===== src/rtl/pib_pkg.sv =====
// Shared types and constants for the palette index builder.
package pib_pkg;

  localparam int unsigned CFG_IDX_W  = 2;
  localparam int unsigned CFG_DATA_W = 8;
  localparam int unsigned CHAN_W     = 8;
  localparam int unsigned RGB_W      = 3 * CHAN_W;
  localparam int unsigned INDEX_W    = 9;

  localparam logic [CFG_IDX_W-1:0] CFG_ALPHA_PRESENT     = 2'd0;
  localparam logic [CFG_IDX_W-1:0] CFG_OPACITY_THRESHOLD = 2'd1;

  localparam logic              ALPHA_PRESENT_RST = 1'b1;
  localparam logic [CHAN_W-1:0] THRESHOLD_RST     = 8'd127;
  localparam logic [CHAN_W-1:0] ALPHA_OPAQUE      = 8'd255;

  typedef struct packed {
    logic load;     // latch accepted pixel, restart scan
    logic step;     // issue next table read
    logic resolve;  // form result, store new color
  } pib_cmd_t;

  typedef struct packed {
    logic transparent;
    logic hit;
    logic miss_done;
  } pib_status_t;

endpackage


===== src/rtl/pib_ctrl.sv =====
// Controller: accepts a pixel, runs the table scan, hands the result to the output.
module pib_ctrl (
  input  logic                 clk,
  input  logic                 rst_n,
  input  logic                 in_valid,
  output logic                 in_ready,
  output logic                 out_valid,
  input  logic                 out_ready,
  input  pib_pkg::pib_status_t status,
  output pib_pkg::pib_cmd_t    cmd
);
  import pib_pkg::*;

  typedef enum logic {
    S_IDLE,
    S_SCAN
  } state_t;

  state_t state_r, state_nxt;
  logic   out_valid_r, out_valid_nxt;
  logic   done;
  logic   slot_free;

  assign done      = status.transparent | status.hit | status.miss_done;
  assign slot_free = ~out_valid_r | out_ready;
  assign in_ready  = (state_r == S_IDLE);
  assign out_valid = out_valid_r;

  always_comb begin
    cmd.load    = in_valid & in_ready;
    cmd.step    = (state_r == S_SCAN) & ~done;
    cmd.resolve = (state_r == S_SCAN) & done & slot_free;
  end

  always_comb begin
    state_nxt     = state_r;
    out_valid_nxt = out_valid_r & ~out_ready;
    unique case (state_r)
      S_IDLE: begin
        if (cmd.load) begin
          state_nxt = S_SCAN;
        end
      end
      S_SCAN: begin
        if (cmd.resolve) begin
          out_valid_nxt = 1'b1;
          state_nxt     = S_IDLE;
        end
      end
      default: state_nxt = S_IDLE;
    endcase
  end

  always_ff @(posedge clk) begin
    if (!rst_n) begin
      state_r     <= S_IDLE;
      out_valid_r <= 1'b0;
    end else begin
      state_r     <= state_nxt;
      out_valid_r <= out_valid_nxt;
    end
  end

endmodule


===== config.mk =====
export PLATFORM = sky130hd
export DESIGN_NAME = pib_ctrl
export DESIGN_NICKNAME = d
export VERILOG_FILES = /design/src/rtl/pib_pkg.sv /design/src/rtl/pib_ctrl.sv
export SDC_FILE = /design/constraint.sdc
export NUM_CORES = 1
export LEC_CHECK = 0
export BUFFER_PORTS_ARGS = -buffer_cell sky130_fd_sc_hd__buf_4
export CAP_MARGIN = 20
export CORE_AREA = 8 8 45 47
export DETAILED_ROUTE_END_ITERATION = 8
export DIE_AREA = 0 0 53 55
export SLEW_MARGIN = 20
export SYNTH_ARGS = -nofsm -noshare
export SYNTH_HDL_FRONTEND = slang
export SYNTH_SLANG_ARGS = --single-unit

===== constraint.sdc =====
create_clock -name clk -period 1.93 [get_ports clk]
set_clock_uncertainty 0.15 [all_clocks]
set_input_delay 0.193 -clock clk [delete_from_list [all_inputs] [get_ports clk]]
set_output_delay 0.193 -clock clk [all_outputs]
set_load 0.005 [all_outputs]

==> results.txt <==
P&R area growth vs syn - 111.1%
DRT Pass-1 Iters - 2
initial antenna violation count - 0
Multi-input gate area - 68.82 sq um
sum of negative setup slack - 0 ns
Synthesis Warnings - 0
Worst-Skew Late Latency - 0.23 ns
max cap viols - 0
1st-iter DRT viols - 1
CP required - 1.59 ns
chip height - 55 um
Worst-path clk slew - 0.03 ns
EDFF count, synth - 0
RSZ-0062 raised after global routing - no
largest net degree at the start of global routing - 5
fin util - 17.18%
final slew viol count - 0
synth top area cells - dfxtp_1 36%, o31ai_4 19%, nor2b_1 11%
FF-to-FF setup slack - 0.94 ns
cts hold-fix bufs - 0
clk buf depth - 2
net count after synthesis - 18
Top FF cell, synth - dfxtp_1
Worst EP arrival - 1.10 ns
top cell type's share of synthesized area - 35.56%
# DRC - 0
synthesized area - 112.6 sq um
routability-driven placement congestion ratio - 0.7188
pwr/cell area - 762.3 nW/um^2
final setup fails - 0
grt ovf - 0
most frequent cells after synthesis - 2 x dfxtp_1, 2 x nor2b_1
core footprint - 1384 sq um
ant diodes - 0
part of the Yosys area used for sequential elements - 35.56%
Netlist cell types - 9
Worst IR Drop VDD - 73.26 uV
detailed-route via count - 137
I/O pin count - 12
Worst-Margin Slew - 0.2298 ns
Crit Path Max Fanout - 4
fin crit period - 1.444 ns
Post-CTS Setup Bufs - 0
die area - 2915 sq um
Routed Antenna Nets - 0
post-synthesis register bit count - 2
Post-Synthesis Cells - 11
WL per Instance - 9.463 um
Starting Density - 8.137%
CTS Sinks - 2
crit path launch type - register
post-synth top area cell - dfxtp_1
routed vias/inst - 3.341
fillers - 160
DP HPWL - 311.4 um
H-tree depth - 1
DRT Wirelength - 388 um
cts repair resizes - 0
clock buffer count from CTS - 3
Lkg Pwr - 0.1047 nW
CP endpoint kind - primary output
Clock Root Buffer - clkbuf_4
vias in the first global route - 155
layout cells sized above 1 - 60.00%
nets@finish - 34
first-pass GRT wire length - 565 um
worst setup margin - 0.4864 ns
die width - 53 um
All-Layer GR Usage - 3.219%
Row Count - 14
pre-CTS WS - 0.7131 ns
register area - 40.04 sq um
Port Buf Inserts - 11
asr flop ratio synth - 0%
Peak Freq - 692.7 MHz
worst hold-check path type - in2reg
Fin. Hold Viols - 0
CP Class - reg2out
final period utilization - 74.80%
syn avg cell area - 10.24 sq um
CTS tree - built
status - finished clean
Worst slew margin - 84.54%
## cell usage in the layout (no fill, tap or decap), drive strengths merged
master | synthesis | routed
buf | 0 | 11
clkbuf | 0 | 3
nor2b | 2 | 2
dfxtp | 2 | 2
o31ai | 1 | 1
nor2 | 1 | 1
inv | 1 | 1
nor4 | 1 | 1
o221a | 1 | 1
nand2b | 1 | 1
a21boi | 1 | 1
## final timing paths
kind | start | to | depth (start not counted)
hold / removal | rst_n | state_r | 2
setup reg to reg | state_r | state_r | 2
hold reg to reg | out_valid | out_valid | 2
setup / recovery | state_r | cmd[1] | 3
## logic make-up (layout without fill, tap and decap cells)
kind of cell | after synthesis | in the layout | share of synthesized area (%)
compound gates | 3 | 3 | 35.56
simple gates | 5 | 5 | 25.56
buf+inv | 1 | 15 | 3.330
flops | 2 | 2 | 35.56
## metal layers
layer,up-vias,share of wire (%),track usage (%)
met5,-,0,0
met1,57,32,2.118
li1,68,-,-
met4,0,7.0,7.759
met2,8,45,3.320
met3,4,16,2.674
## layout make-up
cell class | instances | share of cell area, %
Tap cell | 16 | 8.421
Clock buffer | 3 | 9.474
Timing Repair Buffer | 11 | 34.74
Sequential cell | 2 | 16.84
Inverter | 1 | 1.579
Multi-Input combinational cell | 8 | 28.95
## state kept, by name, summed over array words and instances (netlist names)
name,cells
out_valid,1
state_r,1
## stage by stage
| step | power (W) | hold WS (ns) | cell area (sq um) | std cells |
|---|---|---|---|---|
| 3_3_place_gp | 0.00008480 | 0.3191 | 215.2 | 38 |
| 2_1_floorplan | 0.00005983 | 0.1849 | 112.6 | 11 |
| 3_5_place_dp | 0.00008521 | 0.3069 | 215.2 | 38 |
| 4_1_cts | 0.0001882 | 0.07749 | 237.7 | 41 |
| 5_1_grt | 0.0001947 | 0.07935 | 237.7 | 41 |
| 6_report | 0.0001812 | 0.08629 | 237.7 | 41 |
## power by group
| part | leakage [nW] | switching, W | internal (W) |
|---|---|---|---|
| registers | 0.0166 | 0.00000358 | 0.0000450 |
| logic | 0.0744 | 0.0000127 | 0.0000225 |
| clock network | 0.0138 | 0.0000283 | 0.0000690 |
| total | 0.105 | 0.0000446 | 0.000137 |
## critical path, stage by stage, from the launching register on
cell     delay, ns
dfxtp_1       0.40
inv_1         0.08
nor4_1        0.23
buf_4         0.16
(Power assumes the default switching activity.)
